### src/sv/bsv_pkg.sv
// Shared types and constants of the BMP 24-bit stream validator.
// No dependencies; every other file but bsv_mul and the testbench top refers to this package by scoped names.
package bsv_pkg;

  // Default coordinate width and queue depth
  localparam int unsigned COORD_BITS_DEF = 16;
  localparam int unsigned QUEUE_DEPTH_DEF = 4;

  // Fixed header constants
  localparam logic [31:0] MIN_FILE_LEN = 32'd58;
  localparam logic [31:0] PIXEL_OFFSET = 32'd54;
  localparam logic [31:0] INFO_HDR_LEN = 32'd40;
  localparam logic [15:0] BITS_PER_PIX = 16'd24;
  localparam logic [7:0]  SIG_B        = 8'h42;
  localparam logic [7:0]  SIG_M        = 8'h4D;
  localparam logic [5:0]  POS_FILE_END = 6'd13;
  localparam logic [5:0]  POS_HGT_END  = 6'd25;
  localparam logic [5:0]  POS_INFO_END = 6'd53;

  // Status codes
  localparam logic [1:0] ST_OK        = 2'd0;
  localparam logic [1:0] ST_BAD_HDR   = 2'd1;
  localparam logic [1:0] ST_BAD_PAD   = 2'd2;
  localparam logic [1:0] ST_EARLY_END = 2'd3;

  // One queue entry: the results caused by one accepted byte
  typedef struct packed {
    logic        has_pix;
    logic [7:0]  blue;
    logic [7:0]  green;
    logic [7:0]  red;
    logic [15:0] row;
    logic [15:0] col;
    logic        has_st;
    logic [1:0]  st;
  } bsv_entry_t;

endpackage

### src/sv/bsv_mul.sv
// Iterative multiplier for the image size check, two multiplier bits per cycle.
// Depends on nothing outside this file.
module bsv_mul #(
  parameter int unsigned COORD_BITS = 16
) (
  input  logic                    clk_i,
  input  logic                    rst_ni,
  input  logic                    start_i,
  input  logic [COORD_BITS-1:0]   height_i,
  input  logic [COORD_BITS+1:0]   row_bytes_i,
  output logic [2*COORD_BITS+1:0] prod_o
);

  localparam int unsigned PW = 2 * COORD_BITS + 2;

  logic [COORD_BITS-1:0] h_q, h_d;
  logic [PW-1:0]         m_q, m_d;
  logic [PW-1:0]         acc_q, acc_d;

  // Load on start, then add shifted partial products until the height runs out
  always_comb begin
    h_d   = h_q;
    m_d   = m_q;
    acc_d = acc_q;
    if (start_i) begin
      h_d   = height_i;
      m_d   = PW'(row_bytes_i);
      acc_d = '0;
    end else if (h_q != '0) begin
      acc_d = acc_q + (h_q[0] ? m_q : '0) + (h_q[1] ? (m_q << 1) : '0);
      m_d   = m_q << 2;
      h_d   = h_q >> 2;
    end
  end

  always_ff @(posedge clk_i or negedge rst_ni) begin
    if (!rst_ni) begin
      h_q <= '0;
    end else begin
      h_q <= h_d;
    end
  end

  always_ff @(posedge clk_i) begin
    m_q   <= m_d;
    acc_q <= acc_d;
  end

  assign prod_o = acc_q;

endmodule

### src/sv/bsv_front.sv
// Front end: byte parser that checks the headers and classifies each byte.
// Depends on bsv_pkg and bsv_mul; pushes one entry per byte with results.
module bsv_front #(
  parameter int unsigned COORD_BITS = 16
) (
  input  logic                clk_i,
  input  logic                rst_ni,
  input  logic                cfg_we_i,
  input  logic [31:0]         cfg_data_i,
  input  logic                acc_i,
  input  logic [7:0]          byte_i,
  input  logic                first_i,
  input  logic                last_i,
  output logic                push_o,
  output bsv_pkg::bsv_entry_t ent_o
);

  localparam logic [1:0] PH_IDLE = 2'd0;
  localparam logic [1:0] PH_HEAD = 2'd1;
  localparam logic [1:0] PH_PIX  = 2'd2;
  localparam logic [1:0] PH_PAD  = 2'd3;
  localparam int unsigned PW = 2 * COORD_BITS + 2;

  logic [31:0] flen_q;
  logic [1:0]  phase_q, phase_d;
  logic [5:0]  pos_q, pos_d;
  logic        sig_q, sig_d, res_q, res_d, stop_q, stop_d, fault_q, fault_d;
  logic [31:0] decl_q, decl_d, offs_q, offs_d, info_q, info_d;
  logic [31:0] wid_q, wid_d, hgt_q, hgt_d;
  logic [15:0] planes_q, planes_d, depth_q, depth_d;
  logic [COORD_BITS-1:0] row_q, row_d, col_q, col_d;
  logic [1:0]  comp_q, comp_d, padl_q, padl_d;
  logic [7:0]  hb_q, hb_d, hg_q, hg_d;

  logic [1:0]            pad;
  logic [COORD_BITS+1:0] row_bytes;
  logic [PW-1:0]         prod;
  logic [63:0]           size_calc;
  logic                  mul_start;
  bsv_pkg::bsv_entry_t   ent;

  // Pad bytes per row and bytes per row, from the captured width
  assign pad       = 2'(2'd0 - wid_q[1:0]);
  assign row_bytes = (COORD_BITS+2)'(wid_q[COORD_BITS-1:0])
                   + (COORD_BITS+2)'({wid_q[COORD_BITS-1:0], 1'b0})
                   + (COORD_BITS+2)'(pad);
  assign size_calc = 64'(prod) + 64'(bsv_pkg::PIXEL_OFFSET);

  bsv_mul #(.COORD_BITS(COORD_BITS)) u_mul (
    .clk_i      (clk_i),
    .rst_ni     (rst_ni),
    .start_i    (mul_start),
    .height_i   (hgt_d[COORD_BITS-1:0]),
    .row_bytes_i(row_bytes),
    .prod_o     (prod)
  );

  // Parse one accepted byte
  always_comb begin
    logic [1:0] lane;
    logic       hdr_ok;
    logic       info_ok;
    phase_d  = phase_q;  pos_d    = pos_q;    sig_d  = sig_q;  res_d = res_q;
    stop_d   = stop_q;   fault_d  = fault_q;  decl_d = decl_q; offs_d = offs_q;
    info_d   = info_q;   wid_d    = wid_q;    hgt_d  = hgt_q;
    planes_d = planes_q; depth_d  = depth_q;  row_d  = row_q;  col_d = col_q;
    comp_d   = comp_q;   padl_d   = padl_q;   hb_d   = hb_q;   hg_d  = hg_q;
    ent       = '0;
    mul_start = 1'b0;
    lane      = 2'(pos_q[1:0] + 2'd2);
    hdr_ok    = 1'b0;
    info_ok   = 1'b0;
    if (acc_i) begin
      // Restart on the first byte of a file
      if (first_i) begin
        phase_d = PH_HEAD; pos_d = '0; sig_d = 1'b0; res_d = 1'b0;
        stop_d = 1'b0; fault_d = 1'b0; decl_d = '0; offs_d = '0; info_d = '0;
        wid_d = '0; hgt_d = '0; planes_d = '0; depth_d = '0; row_d = '0;
        col_d = '0; comp_d = '0; padl_d = '0; hb_d = '0; hg_d = '0;
        lane = 2'd2;
        if (flen_q < bsv_pkg::MIN_FILE_LEN) begin
          ent.has_st = 1'b1; ent.st = bsv_pkg::ST_BAD_HDR;
          stop_d = 1'b1; phase_d = PH_IDLE;
        end
      end
      if (!stop_d && phase_d != PH_IDLE) begin
        unique case (phase_d)
          PH_HEAD: begin
            // Capture header fields, little endian
            if (pos_d == 6'd0) sig_d = (byte_i == bsv_pkg::SIG_B);
            else if (pos_d == 6'd1) sig_d = sig_d && (byte_i == bsv_pkg::SIG_M);
            else if (pos_d < 6'd6) decl_d[lane*8 +: 8] = byte_i;
            else if (pos_d < 6'd10) res_d = ((pos_d == 6'd6) ? 1'b1 : res_d) && (byte_i == 8'd0);
            else if (pos_d < 6'd14) offs_d[lane*8 +: 8] = byte_i;
            else if (pos_d < 6'd18) info_d[lane*8 +: 8] = byte_i;
            else if (pos_d < 6'd22) wid_d[lane*8 +: 8] = byte_i;
            else if (pos_d < 6'd26) hgt_d[lane*8 +: 8] = byte_i;
            else if (pos_d < 6'd28) planes_d[lane[0]*8 +: 8] = byte_i;
            else if (pos_d < 6'd30) depth_d[pos_d[0]*8 +: 8] = byte_i;
            mul_start = (pos_d == bsv_pkg::POS_HGT_END);
            hdr_ok = sig_d && (decl_d == flen_q) && res_d
                  && (offs_d == bsv_pkg::PIXEL_OFFSET);
            info_ok = (info_d == bsv_pkg::INFO_HDR_LEN) && (planes_d == 16'd1)
                   && (depth_d == bsv_pkg::BITS_PER_PIX)
                   && (wid_d[31:COORD_BITS] == '0) && (hgt_d[31:COORD_BITS] == '0)
                   && (size_calc == {32'd0, decl_d});
            if (pos_d == bsv_pkg::POS_FILE_END && !hdr_ok) begin
              ent.has_st = 1'b1; ent.st = bsv_pkg::ST_BAD_HDR;
              stop_d = 1'b1; phase_d = PH_IDLE;
            end else if (pos_d == bsv_pkg::POS_INFO_END) begin
              if (!info_ok) begin
                ent.has_st = 1'b1; ent.st = bsv_pkg::ST_BAD_HDR;
                stop_d = 1'b1; phase_d = PH_IDLE;
              end else begin
                phase_d = PH_PIX; row_d = '0; col_d = '0; comp_d = '0;
                if (wid_d == '0 || hgt_d == '0) begin
                  ent.has_st = 1'b1; ent.st = bsv_pkg::ST_OK;
                  stop_d = 1'b1; phase_d = PH_IDLE;
                end
              end
            end else begin
              pos_d = pos_d + 6'd1;
            end
          end
          PH_PIX: begin
            // Collect blue, green, red and emit the pixel
            if (comp_d == 2'd0) begin
              hb_d = byte_i; comp_d = 2'd1;
            end else if (comp_d == 2'd1) begin
              hg_d = byte_i; comp_d = 2'd2;
            end else begin
              ent.has_pix = 1'b1; ent.blue = hb_d; ent.green = hg_d;
              ent.red = byte_i; ent.row = 16'(row_d); ent.col = 16'(col_d);
              comp_d = 2'd0;
              col_d = col_d + COORD_BITS'(1);
              if (col_d >= wid_d[COORD_BITS-1:0]) begin
                if (pad != 2'd0) begin
                  phase_d = PH_PAD; padl_d = pad; fault_d = 1'b0;
                end else begin
                  row_d = row_d + COORD_BITS'(1); col_d = '0;
                  if (row_d >= hgt_d[COORD_BITS-1:0]) begin
                    ent.has_st = 1'b1; ent.st = bsv_pkg::ST_OK;
                    stop_d = 1'b1; phase_d = PH_IDLE;
                  end
                end
              end
            end
          end
          PH_PAD: begin
            // Check pad bytes and advance to the next row
            if (byte_i != 8'd0) fault_d = 1'b1;
            padl_d = padl_d - 2'd1;
            if (padl_d == 2'd0) begin
              if (fault_d) begin
                ent.has_st = 1'b1; ent.st = bsv_pkg::ST_BAD_PAD;
                stop_d = 1'b1; phase_d = PH_IDLE;
              end else begin
                row_d = row_d + COORD_BITS'(1); col_d = '0; phase_d = PH_PIX;
                if (row_d >= hgt_d[COORD_BITS-1:0]) begin
                  ent.has_st = 1'b1; ent.st = bsv_pkg::ST_OK;
                  stop_d = 1'b1; phase_d = PH_IDLE;
                end
              end
            end
          end
          default: ;
        endcase
        // Stream ended before the parse completed
        if (!stop_d && last_i) begin
          ent.has_st = 1'b1; ent.st = bsv_pkg::ST_EARLY_END;
          stop_d = 1'b1; phase_d = PH_IDLE;
        end
      end
    end
  end

  assign push_o = ent.has_pix | ent.has_st;
  assign ent_o  = ent;

  always_ff @(posedge clk_i or negedge rst_ni) begin
    if (!rst_ni) begin
      flen_q <= '0; phase_q <= PH_IDLE; pos_q <= '0; sig_q <= 1'b0;
      res_q <= 1'b0; stop_q <= 1'b0; fault_q <= 1'b0; decl_q <= '0;
      offs_q <= '0; info_q <= '0; wid_q <= '0; hgt_q <= '0; planes_q <= '0;
      depth_q <= '0; row_q <= '0; col_q <= '0; comp_q <= '0; padl_q <= '0;
      hb_q <= '0; hg_q <= '0;
    end else begin
      if (cfg_we_i) flen_q <= cfg_data_i;
      phase_q <= phase_d; pos_q <= pos_d; sig_q <= sig_d; res_q <= res_d;
      stop_q <= stop_d; fault_q <= fault_d; decl_q <= decl_d; offs_q <= offs_d;
      info_q <= info_d; wid_q <= wid_d; hgt_q <= hgt_d; planes_q <= planes_d;
      depth_q <= depth_d; row_q <= row_d; col_q <= col_d; comp_q <= comp_d;
      padl_q <= padl_d; hb_q <= hb_d; hg_q <= hg_d;
    end
  end

endmodule

### src/sv/bsv_queue.sv
// Short queue of result entries between the parser and the output stage.
// Depends on bsv_pkg for the entry type.
module bsv_queue #(
  parameter int unsigned DEPTH = 4
) (
  input  logic                clk_i,
  input  logic                rst_ni,
  input  logic                wr_i,
  input  bsv_pkg::bsv_entry_t wdata_i,
  input  logic                rd_i,
  output bsv_pkg::bsv_entry_t rdata_o,
  output logic                full_o,
  output logic                empty_o
);

  localparam int unsigned AW = (DEPTH > 1) ? $clog2(DEPTH) : 1;
  localparam int unsigned CW = $clog2(DEPTH + 1);

  bsv_pkg::bsv_entry_t mem_q [DEPTH];
  logic [AW-1:0] wp_q, rp_q;
  logic [CW-1:0] cnt_q;

  assign full_o  = (cnt_q == CW'(DEPTH));
  assign empty_o = (cnt_q == '0);
  assign rdata_o = mem_q[rp_q];

  // Store entries
  always_ff @(posedge clk_i) begin
    if (wr_i && !full_o) mem_q[wp_q] <= wdata_i;
  end

  // Advance pointers and count
  always_ff @(posedge clk_i or negedge rst_ni) begin
    if (!rst_ni) begin
      wp_q <= '0; rp_q <= '0; cnt_q <= '0;
    end else begin
      if (wr_i && !full_o) wp_q <= (wp_q == AW'(DEPTH - 1)) ? '0 : wp_q + AW'(1);
      if (rd_i && !empty_o) rp_q <= (rp_q == AW'(DEPTH - 1)) ? '0 : rp_q + AW'(1);
      cnt_q <= cnt_q + CW'(wr_i && !full_o) - CW'(rd_i && !empty_o);
    end
  end

endmodule

### src/sv/bsv_back.sv
// Back end: expands each queued entry into one or two result transactions.
// Depends on bsv_pkg for the entry type and status codes.
module bsv_back (
  input  logic                clk_i,
  input  logic                rst_ni,
  input  bsv_pkg::bsv_entry_t ent_i,
  input  logic                q_empty_i,
  output logic                q_rd_o,
  input  logic                pop_i,
  output logic                empty_o,
  output logic                kind_o,
  output logic [7:0]          blue_o,
  output logic [7:0]          green_o,
  output logic [7:0]          red_o,
  output logic [15:0]         pixel_row_o,
  output logic [15:0]         pixel_column_o,
  output logic [1:0]          status_o,
  output logic                last_of_run_o
);

  logic pix_done_q, pix_done_d;
  logic show_pix, take;

  assign show_pix = ent_i.has_pix && !pix_done_q;
  assign take     = pop_i && !q_empty_i;
  assign q_rd_o   = take && !(show_pix && ent_i.has_st);

  // Remember that the pixel half of a two-result entry has gone out
  always_comb begin
    pix_done_d = pix_done_q;
    if (take) pix_done_d = show_pix && ent_i.has_st;
  end

  always_ff @(posedge clk_i or negedge rst_ni) begin
    if (!rst_ni) pix_done_q <= 1'b0;
    else         pix_done_q <= pix_done_d;
  end

  assign empty_o        = q_empty_i;
  assign kind_o         = !show_pix;
  assign blue_o         = show_pix ? ent_i.blue  : 8'd0;
  assign green_o        = show_pix ? ent_i.green : 8'd0;
  assign red_o          = show_pix ? ent_i.red   : 8'd0;
  assign pixel_row_o    = show_pix ? ent_i.row   : 16'd0;
  assign pixel_column_o = show_pix ? ent_i.col   : 16'd0;
  assign status_o       = show_pix ? bsv_pkg::ST_OK : ent_i.st;
  assign last_of_run_o  = !show_pix;

endmodule

### src/sv/bmp_24bit_stream_validator_core.sv
// Top level of the BMP 24-bit stream validator: parser, queue and output stage.
// Depends on bsv_pkg, bsv_mul, bsv_front, bsv_queue and bsv_back.
//
//   channel   handshake                 payload
//   input     push / full               data_byte_i, first_of_file_i, last_of_file_i
//   result    pop / empty               kind_o .. last_of_run_o
//   config    cfg_valid_i / cfg_ready_o cfg_data_i (file_length)
//
// One byte per cycle is accepted while full is low; a byte's entry enters the queue on the same edge.
// One result leaves per cycle while empty is low; a byte with a pixel and a status takes two pops.
// The size check multiplier starts on the last height byte and is done well inside
// the 28 bytes that still come before the size check.
// full rises only when the queue holds QUEUE_DEPTH entries. Reset clears all control.
module bmp_24bit_stream_validator_core #(
  parameter int unsigned COORD_BITS  = bsv_pkg::COORD_BITS_DEF,
  parameter int unsigned QUEUE_DEPTH = bsv_pkg::QUEUE_DEPTH_DEF
) (
  input  logic        clk_i,
  input  logic        rst_ni,
  input  logic        cfg_valid_i,
  output logic        cfg_ready_o,
  input  logic [31:0] cfg_data_i,
  input  logic        push,
  output logic        full,
  input  logic [7:0]  data_byte_i,
  input  logic        first_of_file_i,
  input  logic        last_of_file_i,
  input  logic        pop,
  output logic        empty,
  output logic        kind_o,
  output logic [7:0]  blue_o,
  output logic [7:0]  green_o,
  output logic [7:0]  red_o,
  output logic [15:0] pixel_row_o,
  output logic [15:0] pixel_column_o,
  output logic [1:0]  status_o,
  output logic        last_of_run_o
);

  logic                q_wr, q_rd, q_empty;
  bsv_pkg::bsv_entry_t q_wdata, q_rdata;

  assign cfg_ready_o = 1'b1;

  bsv_front #(.COORD_BITS(COORD_BITS)) u_front (
    .clk_i     (clk_i),
    .rst_ni    (rst_ni),
    .cfg_we_i  (cfg_valid_i),
    .cfg_data_i(cfg_data_i),
    .acc_i     (push && !full),
    .byte_i    (data_byte_i),
    .first_i   (first_of_file_i),
    .last_i    (last_of_file_i),
    .push_o    (q_wr),
    .ent_o     (q_wdata)
  );

  bsv_queue #(.DEPTH(QUEUE_DEPTH)) u_queue (
    .clk_i  (clk_i),
    .rst_ni (rst_ni),
    .wr_i   (q_wr),
    .wdata_i(q_wdata),
    .rd_i   (q_rd),
    .rdata_o(q_rdata),
    .full_o (full),
    .empty_o(q_empty)
  );

  bsv_back u_back (
    .clk_i         (clk_i),
    .rst_ni        (rst_ni),
    .ent_i         (q_rdata),
    .q_empty_i     (q_empty),
    .q_rd_o        (q_rd),
    .pop_i         (pop),
    .empty_o       (empty),
    .kind_o        (kind_o),
    .blue_o        (blue_o),
    .green_o       (green_o),
    .red_o         (red_o),
    .pixel_row_o   (pixel_row_o),
    .pixel_column_o(pixel_column_o),
    .status_o      (status_o),
    .last_of_run_o (last_of_run_o)
  );

endmodule

### config.mk
export PLATFORM = sky130hd
export DESIGN_NAME = bmp_24bit_stream_validator_core
export DESIGN_NICKNAME = d
export VERILOG_FILES = /design/src/sv/bsv_pkg.sv /design/src/sv/bsv_mul.sv /design/src/sv/bsv_front.sv /design/src/sv/bsv_queue.sv /design/src/sv/bsv_back.sv /design/src/sv/bmp_24bit_stream_validator_core.sv
export SDC_FILE = /design/constraint.sdc
export NUM_CORES = 2
export LEC_CHECK = 0
export ABC_AREA = 1
export BUFFER_PORTS_ARGS = -buffer_cell sky130_fd_sc_hd__buf_2
export CELL_PAD_IN_SITES_DETAIL_PLACEMENT = 2
export CELL_PAD_IN_SITES_GLOBAL_PLACEMENT = 2
export CORE_ASPECT_RATIO = 0.6
export CORE_MARGIN = 2
export CORE_UTILIZATION = 30
export DETAILED_ROUTE_END_ITERATION = 12
export PLACE_DENSITY_LB_ADDON = 0.15
export SKIP_LAST_GASP = 1
export SYNTH_ARGS = -nofsm -noshare
export SYNTH_HDL_FRONTEND = slang
export SYNTH_SLANG_ARGS = --single-unit
### constraint.sdc
create_clock -name clk_i -period 14.07 [get_ports clk_i]
set_input_delay 2.814 -clock clk_i [delete_from_list [all_inputs] [get_ports clk_i]]
set_output_delay 2.814 -clock clk_i [all_outputs]
set_load 0.005 [all_outputs]
==> results.md <==
- Final ANT Viol Nets: 0
- Critical path endpoint: u_queue.mem_q[1][26]
- Highest Signal Layer: met5
- Beginning of the critical path: first_of_file_i
- Gpl congestion: 0.886
- TNS Setup: 0 ns
- Vias in the first global route: 39400
- HPWL Detailed: 130000 µm
- Cell Pwr Density: 196 nW/µm²
- Initial Util: 0.302
- Register area: 16500 µm²
- Largest stage delay, worst path: 0.83 ns
- Vias per cell: 5.43
- Clock tree buffer depth: 3
- Avg Inst Size Synth: 7.41 µm²
- Cell mode on critical path: nand2_1
- Iteration-0 DRC Markers: 3304
- Filler cell count: 15300
- Post-Synth Simple-Gate Area: 0.235
- Routed len/inst: 25.0 µm
- Skew final: 0.0261 ns
- Fraction of layout cells with a size suffix above 1: 0.0676
- Finished layout cell area: 44300 µm²
- GRT Resource Usage Total: 0.260
- Crit Reg-Reg Endpoint: u_queue.mem_q[1][26]
- Root buffer cell: clkbuf_16
- Met2 wire length: 71900 µm
- Post-synth EDFFs: 257
- # resized after CTS: 0
- Setup crit end kind: register
- Leak: 0.0203 µW
- Final slew viol count: 0
- Primary FF master, synth: dfrtp_1
- Multiplexer share of the synthesized area: 0.000567
- Tcrit/Tclk final: 0.741
- Yosys top cell area share: 0.197
- FMAX: 0.0960 GHz
- DP Area: 41800 µm²
- Worst-Margin Slew: 1.21 ns
- Crit Path Class: input port to register
- I/O Pins: 110
- CORE AREA: 131000 µm²
- RSZ-0062 raised after global routing: no
- Multi-input gate area: 19700 µm²
- Worst relative slew slack: 0.193
- Synth async-reset ratio: 0.505
- Worst Path Buf+Inv: 5
- DRT met1 WL: 93500 µm
- Postcts setup bufs: 0
- Largest family of logic cells by synthesized area: simple AND/OR/NAND/NOR gates
- Sequential area share after synthesis: 0.415
- Max FO, Critical Path: 61
- Initial antenna violation count: 6
- Die width: 474 µm
- DRT Wirelength: 178000 µm
- Fin. Hold Viols: 0
- Synthesized area: 39700 µm²
- Worst vdd ir: 0.125 mV
- Crit path launch type: input port
- Number of max-cap violations: 0
- Hold Crit Start: u_front.u_mul.h_q[5]
- Die footprint: 135000 µm²
- Rows: 103
- Syn. warnings: 0
- CTS tree: built
- Slowest-stage cell, CP: a21boi_4
- I/O Buffers: 108
- Yosys cell types: 64
- Synth-to-Final Area Change: 11.5%
- Xor/xnor share of the synthesized area: 0.0183
- Final nets: 5521
- H-tree levels: 3
- Worst path required time: 14.37 ns
- Status: finished clean
- CP top delay family: simple AND/OR/NAND/NOR gates
- Reg2reg start: u_front.pos_q[0]
- Final setup fails: 0
- Pre-antenna DRT Iters: 5
- Total CTS buffers: 74
- Worst hold path type: register to register
- Crit path DAT: 10.72 ns
- Worst r2r path cells: 27
- Residual DRC: 0
- Net Count, Synth: 5556
- Die Y: 286 µm
- Largest net degree at the start of global routing: 204
- Worst R2R Setup Slack: 6.22 ns
- Clock tree sinks: 618
- Met3 routed WL: 9720 µm
- Largest area contributor in the synthesized netlist: dfrtp_1
- Mapped Cells: 5361
- Hold Buf Count CTS: 0
- Vias: 38600
- Synth Area in Compound Gates: 0.188
- First-pass GRT wire length: 267000 µm
- Antenna diodes: 0
- Global route overflow: 0
- CP Depth: 28
- Minimum clock period: 10.42 ns
- Clock Latency Late Sink: 0.68 ns
- Top cells by area, synth: dfrtp_1 20%, edfxtp_1 19%, nand2_1 10%
- Adder-cell share of the synthesized area: 0.0530
- Synthesized flop and latch total: 618
- Worst-path clk slew: 0.06 ns
[layout by cell type, fill, tap and decap left out, types with 8 or more instances in the layout]
cell and instances:
buf_2 106, dfxtp_1 49, a21oi_1 401, nand2_1 1081, ha_1 114, clkbuf_16 77
clkbuf_1 17, clkinv_1 9, nor4_1 12, inv_1 623, nor2_2 10, a32oi_1 14
o21ai_0 633, nand3_1 210, a22oi_1 41, nand4_1 65, edfxtp_1 257, fa_1 34
nor2_1 772, nand3_2 10, clkbuf_8 8, nor3_1 34, o2111ai_1 10, o21ai_1 30
xnor2_1 28, xor2_1 55, inv_2 18, o211ai_1 48, bufinv_16 8, a31oi_1 22
nand2_2 17, o22ai_1 50, clkinv_2 12, nand3b_1 14, buf_4 45, dfrtp_1 310
a22o_1 47
[tightest hold or removal path, cell delays in order, from the launching register on]
cell and delay (ns):
dfrtp_1 0.34, nand2_1 0.05, nand2_1 0.05
[through the flow]
step	instances	hold slack [ns]	worst slack [ns]	util	total power [µW]
6_report	7117	0.477	3.65	0.337	8670
5_1_grt	7117	0.506	3.26	0.337	9280
4_1_cts	7117	0.484	3.81	0.337	8700
3_5_place_dp	6982	0.462	3.12	0.318	6590
3_3_place_gp	6982	0.463	3.34	0.318	6470
2_1_floorplan	5361	0.428	3.09	-	5050
[layout make-up]
cell class | count | share of cell area
multi-input cells | 3830 | 0.446
flip-flops and latches | 618 | 0.373
inverters | 647 | 0.0552
well taps | 1732 | 0.0489
clock buffers | 102 | 0.0474
repair buffers | 155 | 0.0211
clock inverters | 33 | 0.00862
[worst min-delay path by stage]
stage | cells after the start | to | slack [ns]
final | 2 | u_front.u_mul.h_q[3] | 0.48
after floorplan | 2 | u_front.u_mul.m_q[33] | 0.43
after global placement | 2 | u_front.u_mul.m_q[33] | 0.46
after global routing | 2 | u_front.u_mul.h_q[3] | 0.51
after detailed placement | 2 | u_front.u_mul.m_q[33] | 0.46
after CTS | 2 | u_front.u_mul.h_q[3] | 0.48
[where the power goes]
group / total [µW] / internal [µW] / switching [µW]
clock: 2060 / 1190 / 864
sequential: 2630 / 2310 / 321
combinational: 3990 / 1110 / 2880
total: 8670 / 4610 / 4060
[metal layers]
layer | vias to the layer above | track usage
li1 | 17700 | -
met1 | 19900 | 0.419
met2 | 870 | 0.364
met3 | 141 | 0.0370
met4 | 8 | 0.0409
met5 | - | 0
[cells in the mapped netlist (12+ instances only)]
cell type	n
a21oi_1	401
a22o_1	47
a22oi_1	41
a31oi_1	22
a32oi_1	14
buf_1	30
buf_2	29
clkbuf_1	193
dfrtp_1	312
dfxtp_1	49
edfxtp_1	257
fa_1	34
ha_1	114
inv_1	626
inv_2	16
nand2_1	1082
nand2_2	16
nand3_1	210
nand3b_1	14
nand4_1	65
nor2_1	774
nor3_1	34
nor4_1	12
o211ai_1	48
o21ai_0	633
o21ai_1	31
o22ai_1	50
xnor2_1	28
xor2_1	55
[sequential cells by signal (all words and copies together), names as in the netlist, 8 cells and up]
| signal | count |
|---|---|
| u_front.col_q | 16 |
| u_front.decl_q | 32 |
| u_front.depth_q | 16 |
| u_front.flen_q | 32 |
| u_front.hb_q | 8 |
| u_front.hg_q | 8 |
| u_front.hgt_q | 32 |
| u_front.info_q | 32 |
| u_front.offs_q | 32 |
| u_front.planes_q | 16 |
| u_front.row_q | 16 |
| u_front.u_mul.h_q | 16 |
| u_front.u_mul.m_q | 33 |
| u_front.u_mul.prod_o | 33 |
| u_front.wid_q | 32 |
| u_queue.mem_q | 240 |
[cells by family (layout without fill, tap and decap cells)]
group / after synthesis / after routing
buf+inv: 913 / 937
flops: 618 / 618
compound gates: 1342 / 1342
other cells: 1 / 1
mux: 2 / 2
xor+xnor: 83 / 83
simple gates: 2254 / 2254
fa+ha+maj: 148 / 148
(Power assumes the default switching activity.)
